$ cat config.mk
export PLATFORM = sky130hd
export DESIGN_NAME = flr_back
export DESIGN_NICKNAME = d
export VERILOG_FILES = /design/src/rtl/flr_pkg.sv /design/src/rtl/flr_back.sv
export SDC_FILE = /design/constraint.sdc
export NUM_CORES = 1
export LEC_CHECK = 0
export ABC_CLOCK_PERIOD_IN_PS = 12190
export BUFFER_PORTS_ARGS = -buffer_cell sky130_fd_sc_hd__buf_4
export CAP_MARGIN = 20
export CORE_MARGIN = 3
export CORE_UTILIZATION = 48
export DETAILED_ROUTE_END_ITERATION = 12
export HOLD_SLACK_MARGIN = 0.08
export PLACE_DENSITY = 0.78
export SKIP_LAST_GASP = 1
export SLEW_MARGIN = 20
export SYNTH_ARGS = -nofsm -noshare
export SYNTH_HDL_FRONTEND = slang
export SYNTH_SLANG_ARGS = --single-unit
export TNS_END_PERCENT = 20
$ cat constraint.sdc
create_clock -name clk -period 12.19 [get_ports clk]
set_input_delay 2.438 -clock clk [delete_from_list [all_inputs] [get_ports clk]]
set_output_delay 2.438 -clock clk [all_outputs]
set_load 0.005 [all_outputs]
$ cat src/rtl/flr_pkg.sv
// Shared types, codes and constants of the flash stream recorder.
// No dependencies; every other rtl file refers to it by scoped names.
package flr_pkg;

  typedef enum logic [1:0] {
    FN_TICK  = 2'd0,
    FN_START = 2'd1,
    FN_STOP  = 2'd2,
    FN_PUSH  = 2'd3
  } func_t;

  typedef enum logic [2:0] {
    KIND_NONE    = 3'd0,
    KIND_ERASE   = 3'd1,
    KIND_PROGRAM = 3'd2,
    KIND_STOPPED = 3'd3,
    KIND_VERDICT = 3'd4
  } kind_t;

  typedef enum logic [1:0] {
    VERDICT_QUEUED        = 2'd0,
    VERDICT_NOT_RECORDING = 2'd1,
    VERDICT_QUEUE_FULL    = 2'd2
  } verdict_t;

  typedef enum logic [1:0] {
    STATE_IDLE      = 2'd0,
    STATE_RECORDING = 2'd1,
    STATE_STOPPING  = 2'd2
  } state_code_t;

  typedef enum logic [1:0] {
    PH_IDLE   = 2'd0,
    PH_WAIT   = 2'd1,
    PH_DECIDE = 2'd2
  } phase_t;

  typedef enum logic [1:0] {
    BK_IDLE   = 2'd0,
    BK_SINGLE = 2'd1,
    BK_PAGE   = 2'd2
  } back_state_t;

  localparam logic [1:0] REG_FLASH_START = 2'd0;
  localparam logic [1:0] REG_MAX_BYTES   = 2'd1;

  localparam int SUM_W = 26;
  localparam logic [SUM_W-1:0] BLOCK_BYTES = 26'd65536;
  localparam logic [SUM_W-1:0] PAGE_BYTES  = 26'd256;
  localparam logic [SUM_W-1:0] GUARD_BYTES = 26'd4096;
  localparam int KB_SHIFT = 10;
  localparam logic [24:0] ADDR_LIMIT      = 25'h1FFFFFF;
  localparam logic [24:0] MAX_BYTES_RESET = 25'd1048576;

  localparam int PAGE_WORDS = 64;
  localparam int WORD_IDX_W = 6;
  localparam int FILL_W     = 7;
  localparam logic [WORD_IDX_W-1:0] PAGE_LAST = 6'd63;

  localparam int CMD_DEPTH = 4;
  localparam int CMD_PTR_W = $clog2(CMD_DEPTH);

  typedef struct packed {
    kind_t       kind;
    logic [23:0] flash_address;
    verdict_t    verdict;
    state_code_t state_code;
    logic [14:0] recorded_kb;
    logic [5:0]  queued_packets;
  } cmd_t;

  function automatic logic [24:0] sat_addr(input logic [SUM_W-1:0] v);
    return v[SUM_W-1] ? ADDR_LIMIT : v[24:0];
  endfunction

endpackage

$ cat src/rtl/flr_back.sv
// Back of the recorder: executes queued requests, streams page words out of
// the packet store and holds the result register. Depends on flr_pkg.
module flr_back #(
  parameter int SLOT_W = 6
) (
  input  logic                                 clk,
  input  logic                                 rst_n,
  input  logic                                 cmd_empty,
  output logic                                 cmd_pop,
  input  flr_pkg::cmd_t                        cmd_data,
  input  logic [SLOT_W-1:0]                    cmd_slot,
  output logic                                 rd_en,
  output logic [SLOT_W+flr_pkg::WORD_IDX_W-1:0] rd_addr,
  input  logic [31:0]                          rd_data,
  output logic                                 fill_rd_en,
  output logic [SLOT_W-1:0]                    fill_rd_slot,
  input  logic [flr_pkg::FILL_W-1:0]           fill_rd_val,
  output logic                                 out_valid,
  input  logic                                 out_stall,
  output logic [2:0]                           out_kind,
  output logic [23:0]                          out_flash_address,
  output logic [31:0]                          out_program_word,
  output logic                                 out_last,
  output logic [1:0]                           out_verdict,
  output logic [1:0]                           out_state_code,
  output logic [14:0]                          out_recorded_kb,
  output logic [5:0]                           out_queued_packets
);

  flr_pkg::back_state_t            st_r, st_nxt;
  flr_pkg::cmd_t                   cmd_r, out_cmd_r;
  logic [SLOT_W-1:0]               slot_r;
  logic [flr_pkg::WORD_IDX_W-1:0]  idx_r, s1_idx_r;
  logic                            s1_v_r, out_v_r;
  logic [31:0]                     out_word_r;
  logic                            out_last_r;
  logic                            out_free, s1_move, single_load, pad;

  assign out_free     = !out_v_r || !out_stall;
  assign s1_move      = s1_v_r && out_free;
  assign rd_addr      = {slot_r, idx_r};
  assign fill_rd_slot = cmd_slot;
  assign pad          = {1'b0, s1_idx_r} >= fill_rd_val;

  always_comb begin
    st_nxt      = st_r;
    cmd_pop     = 1'b0;
    rd_en       = 1'b0;
    fill_rd_en  = 1'b0;
    single_load = 1'b0;
    case (st_r)
      flr_pkg::BK_IDLE: begin
        if (!cmd_empty && !s1_v_r) begin
          cmd_pop = 1'b1;
          if (cmd_data.kind == flr_pkg::KIND_PROGRAM) begin
            fill_rd_en = 1'b1;
            st_nxt     = flr_pkg::BK_PAGE;
          end else begin
            st_nxt = flr_pkg::BK_SINGLE;
          end
        end
      end
      flr_pkg::BK_SINGLE: begin
        if (out_free) begin
          single_load = 1'b1;
          st_nxt      = flr_pkg::BK_IDLE;
        end
      end
      flr_pkg::BK_PAGE: begin
        if (!s1_v_r || s1_move) begin
          rd_en = 1'b1;
          if (idx_r == flr_pkg::PAGE_LAST) begin
            st_nxt = flr_pkg::BK_IDLE;
          end
        end
      end
      default: st_nxt = flr_pkg::BK_IDLE;
    endcase
  end

  always_ff @(posedge clk) begin
    if (!rst_n) begin
      st_r <= flr_pkg::BK_IDLE;
    end else begin
      st_r <= st_nxt;
    end
  end

  always_ff @(posedge clk) begin
    if (!rst_n) begin
      s1_v_r  <= 1'b0;
      out_v_r <= 1'b0;
      idx_r   <= '0;
    end else begin
      if (rd_en) begin
        s1_v_r <= 1'b1;
      end else if (s1_move) begin
        s1_v_r <= 1'b0;
      end
      if (single_load || s1_move) begin
        out_v_r <= 1'b1;
      end else if (!out_stall) begin
        out_v_r <= 1'b0;
      end
      if (cmd_pop) begin
        idx_r <= '0;
      end else if (rd_en) begin
        idx_r <= idx_r + 1'b1;
      end
    end
  end

  always_ff @(posedge clk) begin
    if (cmd_pop) begin
      cmd_r  <= cmd_data;
      slot_r <= cmd_slot;
    end
    if (rd_en) begin
      s1_idx_r <= idx_r;
    end
    if (single_load) begin
      out_cmd_r  <= cmd_r;
      out_word_r <= '0;
      out_last_r <= 1'b1;
    end else if (s1_move) begin
      out_cmd_r  <= cmd_r;
      out_word_r <= pad ? 32'd0 : rd_data;
      out_last_r <= (s1_idx_r == flr_pkg::PAGE_LAST);
    end
  end

  assign out_valid          = out_v_r;
  assign out_kind           = out_cmd_r.kind;
  assign out_flash_address  = out_cmd_r.flash_address;
  assign out_program_word   = out_word_r;
  assign out_last           = out_last_r;
  assign out_verdict        = out_cmd_r.verdict;
  assign out_state_code     = out_cmd_r.state_code;
  assign out_recorded_kb    = out_cmd_r.recorded_kb;
  assign out_queued_packets = out_cmd_r.queued_packets;

endmodule

==> results of run 1 <==
-- cell usage after synthesis (2+ instances only) --
library cell  instances
nand2b_1              2
a21oi_1               2
nor3_1                4
buf_6                 3
a22o_1               32
inv_1                 7
nand2_1               4
clkbuf_1              2
buf_4                 6
ha_1                  7
nor3b_1               3
nor2_1               10
edfxtp_1            116
buf_2                 3
a21boi_0              2
xnor2_1               5
nand3_1               4
dfxtp_1              43
nor4_1                2
-- logic make-up (layout without fill, tap and decap cells) --
| family | count (synthesis) | count (layout) | synth area share (%) |
|---|---|---|---|
| compound gates | 44 | 44 | 7.17 |
| flops | 159 | 159 | 83.2 |
| buf+inv | 21 | 249 | 2.44 |
| simple gates | 39 | 39 | 4.67 |
| xor+xnor | 5 | 5 | 0.839 |
| fa+ha+maj | 7 | 7 | 1.68 |
-- layer usage --
| layer | track usage (%) | vias to the layer above |
|---|---|---|
| met1 | 22.0 | 1485 |
| met4 | 7.48 | 0 |
| met5 | 0 | - |
| met2 | 28.3 | 176 |
| li1 | - | 1486 |
| met3 | 8.44 | 15 |
-- power breakdown --
group | internal (mW) | leakage, nW | switching, mW | total, mW
registers | 0.621 | 1.44 | 0.0132 | 0.634
clock network | 0.291 | 0.265 | 0.200 | 0.491
logic | 0.0527 | 1.33 | 0.0390 | 0.0917
-- worst max-delay path, stage by stage --
cell and delay [ps]:
buf_4 120, nor4_2 160, buf_4 650, and2_1 230, buf_4 110
-- cell usage in the layout, fill, tap and decap left out, types with 5 or more instances in the layout --
| cell | netlist | layout |
|---|---|---|
| buf_4 | 6 | 209 |
| xnor2_1 | 5 | 5 |
| a22o_1 | 32 | 32 |
| edfxtp_1 | 116 | 116 |
| inv_1 | 7 | 6 |
| clkbuf_16 | 0 | 16 |
| nor2_1 | 10 | 10 |
| dfxtp_1 | 43 | 43 |
| ha_1 | 7 | 7 |
-- registers in the layout, summed over array words and instances (netlist names), 2 cells and up --
| name | count |
|---|---|
| out_verdict | 2 |
| out_program_word | 32 |
| slot_r | 6 |
| out_recorded_kb | 15 |
| out_state_code | 2 |
| idx_r | 6 |
| st_r | 2 |
| out_flash_address | 24 |
| out_kind | 3 |
| out_queued_packets | 6 |
| s1_idx_r | 6 |
| cmd_r | 52 |
-- worst min path at each step --
stage                              startpoint                             end  slack, ps
after CTS                 cmd_r[26]$_DFFE_PP_  out_flash_address[1]$_DFFE_PP_        420
after detailed placement  cmd_r[25]$_DFFE_PP_  out_flash_address[0]$_DFFE_PP_        400
after global routing       cmd_r[8]$_DFFE_PP_    out_recorded_kb[2]$_DFFE_PP_        420
after global placement    cmd_r[27]$_DFFE_PP_  out_flash_address[2]$_DFFE_PP_        400
after floorplan           cmd_r[25]$_DFFE_PP_  out_flash_address[0]$_DFFE_PP_        400
final                     cmd_r[26]$_DFFE_PP_  out_flash_address[1]$_DFFE_PP_        410
-- final cells by class --
cell class | count | area share (%)
clock buffers | 19 | 5.67
clock inverters | 13 | 1.82
inverters | 7 | 0.370
multi-input cells | 95 | 10.2
flip-flops and latches | 159 | 58.4
well taps | 136 | 2.29
repair buffers | 210 | 21.2
-- through the flow --
stage	cell area [um^2]	worst slack [ps]	std cells	util, %
2_1_floorplan	5220	1020	275	-
3_3_place_gp	6870	6080	606	65.7
3_5_place_dp	6880	6020	607	65.8
4_1_cts	7440	6010	639	71.1
5_1_grt	7440	5900	639	71.1
6_report	7440	6050	639	71.1
==> impl.org, run 1 <==
** Floorplanning
- Initial Utilization :: 49.9%
- During I/O placement, the number of pins put on the boundary was 208.
- After floorplanning, the core was sized to cover 10500 um^2.
- Overall die width :: 110 um
- From bottom edge to top edge, the die measures 110 um.
- The die covers 12200 um^2.
- Number of cell rows :: 37

** Finish
- The final layout contains 598 nets.
- Diodes inserted :: 0
- Flip-flop and latch area :: 4340 um^2
- Multi-input combinational cell area :: 759 um^2
- Layout Area Growth over Synthesis :: 42.5%
- # fillers :: 685
- In the final layout, the share of cells above drive strength 1 is 48.9%.

** Synth
- Sequential element share of the synthesized area :: 83.2%
- Synthesis handed over a netlist of 275 instances.
- Synthesized area divided by synthesized cell count :: 19.0 um^2
- Number of synthesized flops with an enable pin :: 116
- The Yosys step of the flow raised 0 warnings.
- After synthesis, the share of flip-flops with an asynchronous set or reset is 0%.
- In this run the cell area of the synthesized design comes to 5220 um^2.
- Top-area cell type share of the netlist area :: 66.7%
- Yosys reg bits :: 159
- Sorting the synthesized cells by area gives the leading types as edfxtp_1 (67%), dfxtp_1 (16%), a22o_1 (5.4%).
- Library cell with the largest summed area after synthesis :: edfxtp_1
- Top flip-flop cell by instance count after synthesis :: edfxtp_1
- Number of nets in the synthesized netlist :: 383
- Distinct cells, synth :: 37

** Detailed routing
- After detailed routing, the wire length on met1 is 4280 um.
- First-iteration detailed-routing DRC count :: 106
- Post-detailed-route count of antenna-violating nets :: 0
- Summed over all nets, wire length on met3 after detailed routing comes to 1360 um.
- Post-detailed-route wirelength per cell :: 17.4 um
- Highest routed layer :: met4
- Vias :: 3162
- The final layout contains routed wiring with a total length of 11100 um.
- For this run, design rule violations remaining after detail routing come to 0.
- Wire segments on met2 add up to 5330 um in the final route.
- Initial DRT Pass Iterations :: 4
- Detailed-route vias per instance :: 4.95

** Setup path
- Required time at the endpoint of the critical path :: 9750 ps
- Of all nets on the critical path, the largest fanout is 61.
- Crit path DAT :: 3700 ps
- In this run the register-to-register setup slack is 9760 ps.
- In this run the critical register-to-register path is launched from out_valid$_SDFFE_PN0P_.
- The most critical setup path has its endpoint at fill_rd_en.
- The worst setup path is launched from an input port.
- The most critical setup path has its startpoint at cmd_empty.
- Type of the setup path with the least slack :: in2out
- Reg-to-Reg End :: out_last$_SDFFE_PP1P_
- R2r worst-path depth :: 5
- STA classifies the critical path endpoint as an output port.

** GRT
- Overall Global Routing Usage :: 18.2%
- Largest net degree at the start of global routing :: 62
- Vias in the first global route :: 3071
- Final global-route overflow total :: 0
- First-pass GRT wire length :: 15900 um
- The initial antenna violation count is 0.

** Place
- The wire-length estimate of the detail-placed layout is 7960 um.
- Weighted congestion reported at the end of routability-driven placement :: 0.811
- IO buf count :: 207

** Power and ir drop
- Dividing total power by cell area gives a power density of 164 nW/um^2.
- Leakage power figure :: 3.04 nW
- IR Drop Worst-Case VDD :: 0.0900 mV
- Total power for the finished layout comes to 1.22 mW.

** CTS
- In this run, post-CTS hold repair placed 0 buffers.
- TritonCTS buffer count :: 17
- The clock tree synthesis step divided the H-tree into 4 levels.
- Maximum root-to-sink buffer count :: 2
- At the later pin of the worst-skew pair, clock insertion delay measures 510 ps.
- CTS tree :: yes
- Clk sink count :: 159
- After clock tree synthesis, the setup repair step added 0 buffers.
- CTS placed an instance of clkbuf_8 at the clock tree root.
- Post-CTS repair changed the size of 0 cells.
- After clock tree synthesis, the clock-pin slew on the worst setup and hold paths is 60 ps.

** Hold path
- Counting instances, the worst hold path has a depth of 0.
- Class of the tightest hold or removal check :: reg2reg

** STA
- The final critical path takes up 50.4% of the cycle.
- Clock Skews :: 8.64 ps
- Normalized max-slew margin :: 40.0%
- Minimum period implied by the final worst setup slack :: 6140 ps
- Hold Slack :: 414 ps
- After routing, the total negative slack on setup checks comes to 0 ps.
- Based on the critical path, the design can be clocked at up to 163 MHz.
- Finish-stage setup viols :: 0
- At the pin with the least slew margin, the transition time is 899 ps.
- Setup repair after global routing left no endpoint under its margin.
- The count of endpoints failing hold in the final timing report is 0.
- Final slew viol count :: 0

** Run
- Total of max-cap violations :: 0

** Run status
- The flow ran to the end, and the final reports show no timing, DRC or antenna violations.
No activity file was read; power rests on OpenSTA's default activity.
==> run 2, diff against run 1 <==
--- a/config.mk
+++ b/config.mk
@@ -5,7 +5,7 @@
 export SDC_FILE = /design/constraint.sdc
 export NUM_CORES = 1
 export LEC_CHECK = 0
-export ABC_CLOCK_PERIOD_IN_PS = 12190
+export ABC_CLOCK_PERIOD_IN_PS = 5880
 export BUFFER_PORTS_ARGS = -buffer_cell sky130_fd_sc_hd__buf_4
 export CAP_MARGIN = 20
 export CORE_MARGIN = 3
==> constraint.sdc (replaced) <==
create_clock -name clk -period 5.88 [get_ports clk]
set_input_delay 1.176 -clock clk [delete_from_list [all_inputs] [get_ports clk]]
set_output_delay 1.176 -clock clk [all_outputs]
set_load 0.005 [all_outputs]
==> run 2 against run 1 <==
Wire length decreased by 0.30%. Utilization increased by 0.24 points. Clock skew decreased by 1.3 ps. Final cell count unchanged. Worst hold slack improved by 2.3 ps. Register-to-register slack got worse by 6300 ps. Power increased by 110%. Global-route usage decreased by 0.55 points. Largest cell class unchanged. Largest power group unchanged. Highest routed layer unchanged.
==> impl.org, run 2 (synthesis gave the netlist of run 1 again) <==
** Floorplanning
- Die boundary height :: 110 um (unchanged)
- Initial Utilization :: 49.9% (unchanged)
- Top Ports :: 208 (unchanged)
- Number of cell rows :: 37 (unchanged)
- Core region area :: 10500 um^2 (unchanged)
- The die outline width was 110 um (unchanged).
- The floorplan die area came to 12200 um^2 (unchanged).

** Finish
- Design area :: 7460 um^2 (+0.34%)
- The number of diodes is 0 (unchanged).
- The number of nets at the end of the flow is 598 (unchanged).
- The register with the most flip-flops in the final layout is cmd_r.
- Compared with the post-synthesis result, the final layout area differs by 42.9%.
- The number of flip-flops under the largest register name was 52 (unchanged).
- Commonest cells after routing, fill and taps aside :: buf_4 (209), edfxtp_1 (116), dfxtp_1 (43)
- Most frequent standard cell in the layout excluding fill and tap cells :: buf_4
- Non-filler instance count after layout :: 639 (unchanged)
- The fraction of layout cells with a size suffix above 1 was 49.5% (+0.60 points).

** Detailed routing
- The detailed-routing iteration count for the pre-antenna-repair pass came to 4 (unchanged).
- Final wirelength :: 11100 um (-0.30%)
- Vias :: 3136 (-0.82%)
- The number of nets with antenna violations after detailed routing was 0 (unchanged).
- The number of DRC violations after detailed-routing iteration 0 is 183 (+73%).
- DRC violations left :: 0 (unchanged)
- The routed length per instance was 17.4 um (-0.30%).
- The per-cell via count in the routed design came to 4.91 (-0.82%).

** STA
- Number of hold violations in the final report :: 0 (unchanged)
- Clock Skews :: 7.39 ps (-1.25 ps)
- Normalized max-slew margin :: 40.8% (+0.71 points)
- Finish-stage setup viols :: 0 (unchanged)
- Final slew viol count :: 0 (unchanged)
- Worst Tran Pin Value :: 889 ps (-10.6 ps)
- Setup TNS :: 0 ps (unchanged)
- Unrepaired setup endpoints after global routing :: no
- Hold Slack :: 416 ps (+2.27 ps)
- Highest achievable clock rate :: 280 MHz
- Final cycle utilization of the critical path :: 60.7%
- Minimum period implied by the final worst setup slack :: 3570 ps

** CTS
- The post-CTS setup buffer count came to 0 (unchanged).
- TritonCTS built the clock tree.
- The maximum clock insertion buffer count was 2 (unchanged).
- Clk sink count :: 159 (unchanged)
- The number of H-tree branching levels came to 4 (unchanged).
- The clock buffer count from CTS came to 17 (unchanged).
- The CTS clock-pin slew for the worst setup and hold paths came to 60 ps (about the same).
- The clock network latency to the later pin of the worst-skew pair is 510 ps (about the same).
- Post-cts gate resize count :: 0 (unchanged)
- Hold-fix buffers at CTS :: 0 (unchanged)
- Cell at the root of the clock tree :: clkbuf_8

** Setup path
- The worst path required time came to 4700 ps (-5050 ps).
- CP endpoint kind :: output port
- The setup path with the least slack is of type in2out.
- The largest fanout on the critical path was 59 (-3.3%).
- The worst setup path is launched from an input port.
- R2r worst-path depth :: 5 (unchanged)
- The arrival time at the worst endpoint came to 2390 ps (-1310 ps).

** Power and ir drop
- The net load switching power is 0.542 mW (+120%).
- Power Density :: 342 nW/um^2 (+110%)
- Fraction of power spent switching nets :: 21.3% (+0.56 points)
- The maximum VDD drop came to 0.247 mV (+170%).
- Relative contribution of sequential cells to total power :: 51.5% (-0.6 points)
- Clock Power Share :: 41.0% (+0.6 points)
- Overall power :: 2.55 mW (+110%)
- The static power due to leakage was 3.06 nW (+0.57%).
- Part of the power in combinational logic :: 7.4% (about the same)
- The internal power component came to 2.01 mW (+110%).

** Run
- Total of max-cap violations :: 0 (unchanged)

** GRT
- Largest net degree at the start of global routing :: 60 (-3.2%)
- Vias in the first global route :: 3095 (+0.78%)
- First-pass GRT wire length :: 15500 um (-2.1%)
- Initial antenna violation count :: 0 (unchanged)
- The combined global-route utilization of all metal layers was 17.7% (-0.55 points).
- Final global-route overflow total :: 0 (unchanged)

** Place
- The half-perimeter wire length after detailed placement is 8040 um (+1.0%).
- The number of I/O port buffers was 207 (unchanged).
- The number of instances in the placed design is 607 (unchanged).
- Post-Place Cell Area :: 6890 um^2 (+0.13%)
- Weighted congestion reported at the end of routability-driven placement :: 0.776 (-4.4%)

** Run status
- Outcome :: finished, final reports clean

** Hold path
- The depth of the worst hold-timing path is 0 (unchanged).
- In this run the worst hold path is classified as reg2reg.
-- run 2: cell types whose count changed in the layout (fill, tap and decap cells not counted), sizes merged --
cell,change
clkbuf,-1
clkinv,+2
clkinvlp,-1
-- run 2: path summary, 6_finish.rpt --
| path | to | from | slack [ps] |
|---|---|---|---|
| max | cmd_pop | cmd_empty | 2310 |
| min | out_flash_address[13]$_DFFE_PP_ | cmd_r[38]$_DFFE_PP_ | 420 |
| max reg2reg | out_last$_SDFFE_PP1P_ | st_r[1]$_SDFFE_PN0P_ | 3470 |
| min reg2reg | out_flash_address[13]$_DFFE_PP_ | cmd_r[38]$_DFFE_PP_ | 420 |
-- run 2: stage by stage --
| step | setup WS [ps] | utilization, % |
|---|---|---|
| 6_report | 2310 | 71.3 |
| 5_1_grt | 2200 | 71.3 |
| 4_1_cts | 2310 | 71.3 |
| 3_5_place_dp | 2310 | 65.8 |
| 3_3_place_gp | 2340 | 65.7 |
| 2_1_floorplan | 1290 | - |
-- run 2: critical path: stages --
cell and delay, ps:
buf_4 130, nor4_4 150, buf_4 640, buf_4 230
-- run 2: cell type report --
type	instances	area [um^2]
inverters	7	27.5
clock buffers	18	418
multi-input cells	95	768
flip-flops and latches	159	4340
fillers	658	3000
clock inverters	14	155
repair buffers	210	1580
well taps	136	170
-- run 2: power groups by stage --
stage | clock network, mW | registers (mW) | logic (mW)
after floorplan | 0 | 1.33 | 0.0554
after global placement | 0 | 1.33 | 0.187
after detailed placement | 0 | 1.34 | 0.193
after CTS | 1.07 | 1.31 | 0.193
after global routing | 1.12 | 1.32 | 0.206
final | 1.05 | 1.31 | 0.190
-- run 2: per-layer routing --
| layer | up-vias | track usage [%] | part of all wire (%) |
|---|---|---|---|
| li1 | 1490 | - | - |
| met1 | 1467 | 21.3 | 39 |
| met2 | 172 | 28.2 | 48 |
| met3 | 7 | 7.51 | 12 |
| met4 | 0 | 6.86 | 0.94 |
| met5 | - | 0 | 0 |
==> run 3, diff against run 2 <==
--- a/config.mk
+++ b/config.mk
@@ -5,14 +5,15 @@
 export SDC_FILE = /design/constraint.sdc
 export NUM_CORES = 1
 export LEC_CHECK = 0
-export ABC_CLOCK_PERIOD_IN_PS = 5880
+export ABC_AREA = 1
+export ABC_CLOCK_PERIOD_IN_PS = 3280
 export BUFFER_PORTS_ARGS = -buffer_cell sky130_fd_sc_hd__buf_4
 export CAP_MARGIN = 20
 export CORE_MARGIN = 3
-export CORE_UTILIZATION = 48
+export CORE_UTILIZATION = 44
 export DETAILED_ROUTE_END_ITERATION = 12
 export HOLD_SLACK_MARGIN = 0.08
-export PLACE_DENSITY = 0.78
+export PLACE_DENSITY = 0.74
 export SKIP_LAST_GASP = 1
 export SLEW_MARGIN = 20
 export SYNTH_ARGS = -nofsm -noshare
==> constraint.sdc (replaced) <==
create_clock -name clk -period 3.28 [get_ports clk]
set_input_delay 0.656 -clock clk [delete_from_list [all_inputs] [get_ports clk]]
set_output_delay 0.656 -clock clk [all_outputs]
set_load 0.005 [all_outputs]
==> run 3 against run 2 <==
Area after synthesis grew 9.1%. Global-route usage decreased by 0.34 points. Utilization fell by 7.2 points. Clock power rose by 71%. Wire length up 11%. Critical path depth unchanged. Sequential cell count unchanged. Power increased by 83%. First-iteration DRC count is 29% higher. Die area grew 18%.
==> impl.org, run 3 <==
** Run status
- Outcome :: finished, final reports clean

** Detailed routing
- Initial DRT Pass Iterations :: 5 (+1)
- The DRC violations left is 0 (unchanged).
- First-iteration detailed-routing DRC count :: 236 (+29%)
- The routed via count came to 3772 (+20%).
- The per-cell via count in the routed design is 4.55 (-7.3%).
- Final wirelength :: 12300 um (+11%)
- The routed length per instance is 14.9 um (-14%).
- Post-detailed-route count of antenna-violating nets :: 0 (unchanged)

** Finish
- Most frequent standard cell in the layout excluding fill and tap cells :: buf_4
- The number of nets at the end of the flow came to 756 (+26%).
- The library cells used most frequently in the layout, excluding fill and tap cells, are buf_4 (209), edfxtp_1 (116), nand2_1 (86).
- Multi-input combinational cell area :: 1010 um^2 (+31%)
- Relative to the synthesized area, the layout overhead comes to 38.7%.
- The number of filler cells placed in the layout was 940 (+43%).
- Fraction of layout instances using a drive strength above 1 :: 38.9% (-11 points)
- The flip-flop and latch area was 4340 um^2 (unchanged).
- Counting flops per register, the top entry is cmd_r.
- Flip-flop count of the largest register, all copies and words added :: 52 (unchanged)
- The number of diodes is 0 (unchanged).
- The final cell count without fillers is 829 (+30%).

** Power and ir drop
- Power Density :: 589 nW/um^2 (+72%)
- The static power due to leakage was 3.55 nW (+16%).
- IR Drop Worst-Case VDD :: 0.385 mV (+56%)
- The switching portion of total power is 22.2% (+0.90 points).
- Relative contribution of sequential cells to total power :: 51.7% (+0.2 points)
- The net load switching power came to 1.03 mW (+90%).
- Part of the power in combinational logic :: 9.5% (+2.1 points)
- The share of total power in the clock network was 38.8% (-2.2 points).
- Internal portion of total power :: 3.62 mW (+80%)

** Synth
- The share of Yosys cell area claimed by the top area cell type is 61.1% (-5.6 points).
- The post-synthesis cell area came to 5700 um^2 (+9.1%).
- Number of nets in the synthesized netlist :: 545 (+42%)
- Async S/R FF share, synth :: 0% (unchanged)
- After synthesis, the most frequently instantiated cells are edfxtp_1 (116), nand2_1 (86), inv_1 (51).
- Top flip-flop cell by instance count after synthesis :: edfxtp_1
- Number of synthesized flops with an enable pin :: 116 (unchanged)
- Library cell with the largest summed area after synthesis :: edfxtp_1
- The warning count from the yosys run was 0 (unchanged).
- Synthesized area divided by synthesized cell count :: 13.0 um^2 (-31%)
- The post-synthesis sequential element count came to 159 (unchanged).
- The number of unique standard cell types used by synthesis was 27 (-27%).
- By instance count, the leading cell after synthesis is edfxtp_1.
- The sequential area share after synthesis was 76.3% (-6.9 points).
- Sorting the synthesized cells by area gives the leading types as edfxtp_1 (61%), dfxtp_1 (15%), nand2_1 (5.7%).
- The gate count of the mapped netlist is 437 (+59%).

** STA
- The final total negative setup slack was 0 ps (unchanged).
- The remaining max-slew budget at the tightest pin was 52.4% (+12 points).
- The post-route clock skew came to 13.8 ps (+6.38 ps).
- The count of endpoints failing hold in the final timing report is 0 (unchanged).
- The minimum hold slack is 404 ps (-12.7 ps).
- Highest achievable clock rate :: 448 MHz
- Minimum period implied by the final worst setup slack :: 2230 ps
- The number of slew-limit violations in the final report was 0 (unchanged).
- Finish-stage setup viols :: 0 (unchanged)
- The final critical path takes up 68.1% of the cycle.
- Worst Tran Pin Value :: 714 ps (-174 ps)
- Setup repair after global routing left no endpoint under its margin.

** Place
- The number of instances in the placed design was 797 (+31%).
- Final HPWL DP :: 8900 um (+11%)
- IO buf count :: 207 (unchanged)
- The routability congestion estimate from global placement is 0.758 (-2.3%).

** CTS
- The number of sinks handled by clock tree synthesis was 159 (unchanged).
- Maximum root-to-sink buffer count :: 2 (unchanged)
- H-tree Lvls :: 4 (unchanged)
- Post-cts gate resize count :: 0 (unchanged)
- Insertion delay to the later sink of the worst-skew pair :: 420 ps (-90 ps)
- Setup bufs post-CTS :: 0 (unchanged)
- The number of buffers inserted by hold repair at cts is 0 (unchanged).
- TritonCTS buffer count :: 17 (unchanged)
- Cell at the root of the clock tree :: clkbuf_16
- CTS tree :: yes
- The CTS clock-pin slew for the worst setup and hold paths came to 60 ps (about the same).

** Setup path
- The largest fanout on the critical path was 9 (-85%).
- The worst setup path is captured at an output port.
- STA classifies the critical path startpoint as a register.
- The arrival time at the worst endpoint came to 1580 ps (-810 ps).
- The worst path required time is 2620 ps (-2080 ps).
- The critical path is of the reg2out type.

** Floorplanning
- The count of boundary I/O pins is 208 (unchanged).
- The floorplan die area was 14300 um^2 (+18%).
- The vertical extent of the die is 120 um (+8.6%).
- The area of the core region is 12300 um^2 (+18%).
- Initial Utilization :: 46.3% (-3.6 points)
- Overall die width :: 120 um (+8.6%)
- Number of cell rows :: 40 (+8.1%)

** GRT
- The sum of overflow across all layers after global routing was 0 (unchanged).
- The first-pass GRT wire length came to 18900 um (+22%).
- The pin count of the biggest net entering global routing was 59 (-1.7%).
- The via count of the first global-routing pass is 3697 (+19%).
- The initial antenna violation count is 0 (unchanged).
- Overall Global Routing Usage :: 17.3% (-0.34 points)

** Hold path
- The tightest min-delay check is of the in2reg type.

** Run
- The max-capacitance violation count is 0 (unchanged).
run 3: cell types whose count changed after synthesis, sizes merged, moves of 3 or more:
cell    change
nand2      +88
inv        +47
nand3      +36
nor2       +35
a22o       -32
a21oi       +7
buf         +6
xnor2       -5
nand2b      -3
nor3        -3
nor4        -3
run 3: metal layers:
metal / vias up / GRT usage [%] / wire length (um)
met1: 1702 / 20.2 / 4990
met2: 190 / 27.4 / 5790
met5: - / 0 / 0
met4: 0 / 5.73 / 155
met3: 12 / 9.43 / 1380
li1: 1868 / - / -
run 3: logic make-up (layout without fill, tap and decap cells):
family,count (synthesis),in the layout,share of synthesized area (%)
AOI/OAI and AO/OA,13,13,1.25
xor gates and xnor gates,2,2,0.308
and+or+nand+nor,184,184,14.5
adders and majority gates,7,7,1.54
buffers and inverters,72,296,6.17
DFF,159,159,76.3
run 3: per-stage QoR:
step                util, %  instance area, um^2  worst slack [ps]  total power, mW
floorplan                 -                 5700               204             2.60
global placement       59.7                 7350              1050             2.89
detailed placement     59.7                 7350               970             2.90
CTS                    64.2                 7900              1020             4.70
global route           64.2                 7900               906             4.84
finish                 64.2                 7900              1050             4.65
run 3: final cells by class:
cell class	instances	area share [%]
clock buffers	19	5.48
clock inverters	13	1.44
inverters	54	2.57
multi-input cells	206	12.8
flip-flops and latches	159	55.0
well taps	168	2.66
repair buffers	210	20.1
run 3: path summary, 6_finish.rpt:
kind                               from                                end  slack, ps  depth (start not counted)
setup / recovery    s1_v_r$_SDFFE_PN0P_                              rd_en       1050                          4
hold / removal              cmd_data[1]                 cmd_r[1]$_DFFE_PP_        400                          1
setup reg to reg  s1_idx_r[2]$_DFFE_PP_  out_program_word[10]$_SDFFE_PP0P_       1350                          6
hold reg to reg     cmd_r[41]$_DFFE_PP_    out_flash_address[16]$_DFFE_PP_        410                          0
run 3: power by group through the flow:
stage	Sequential [mW]	Clock, mW	Combinational [mW]
3_3_place_gp	2.44	0	0.444
6_report	2.40	1.80	0.444
3_5_place_dp	2.45	0	0.452
4_1_cts	2.41	1.84	0.453
5_1_grt	2.42	1.94	0.489
2_1_floorplan	2.45	0	0.150
run 3: worst max-delay path, stage by stage, from the launching register on:
cell and delay [ps]:
dfxtp_1 380, nand3_1 160, nand2_2 210, inv_1 210
buf_4 200
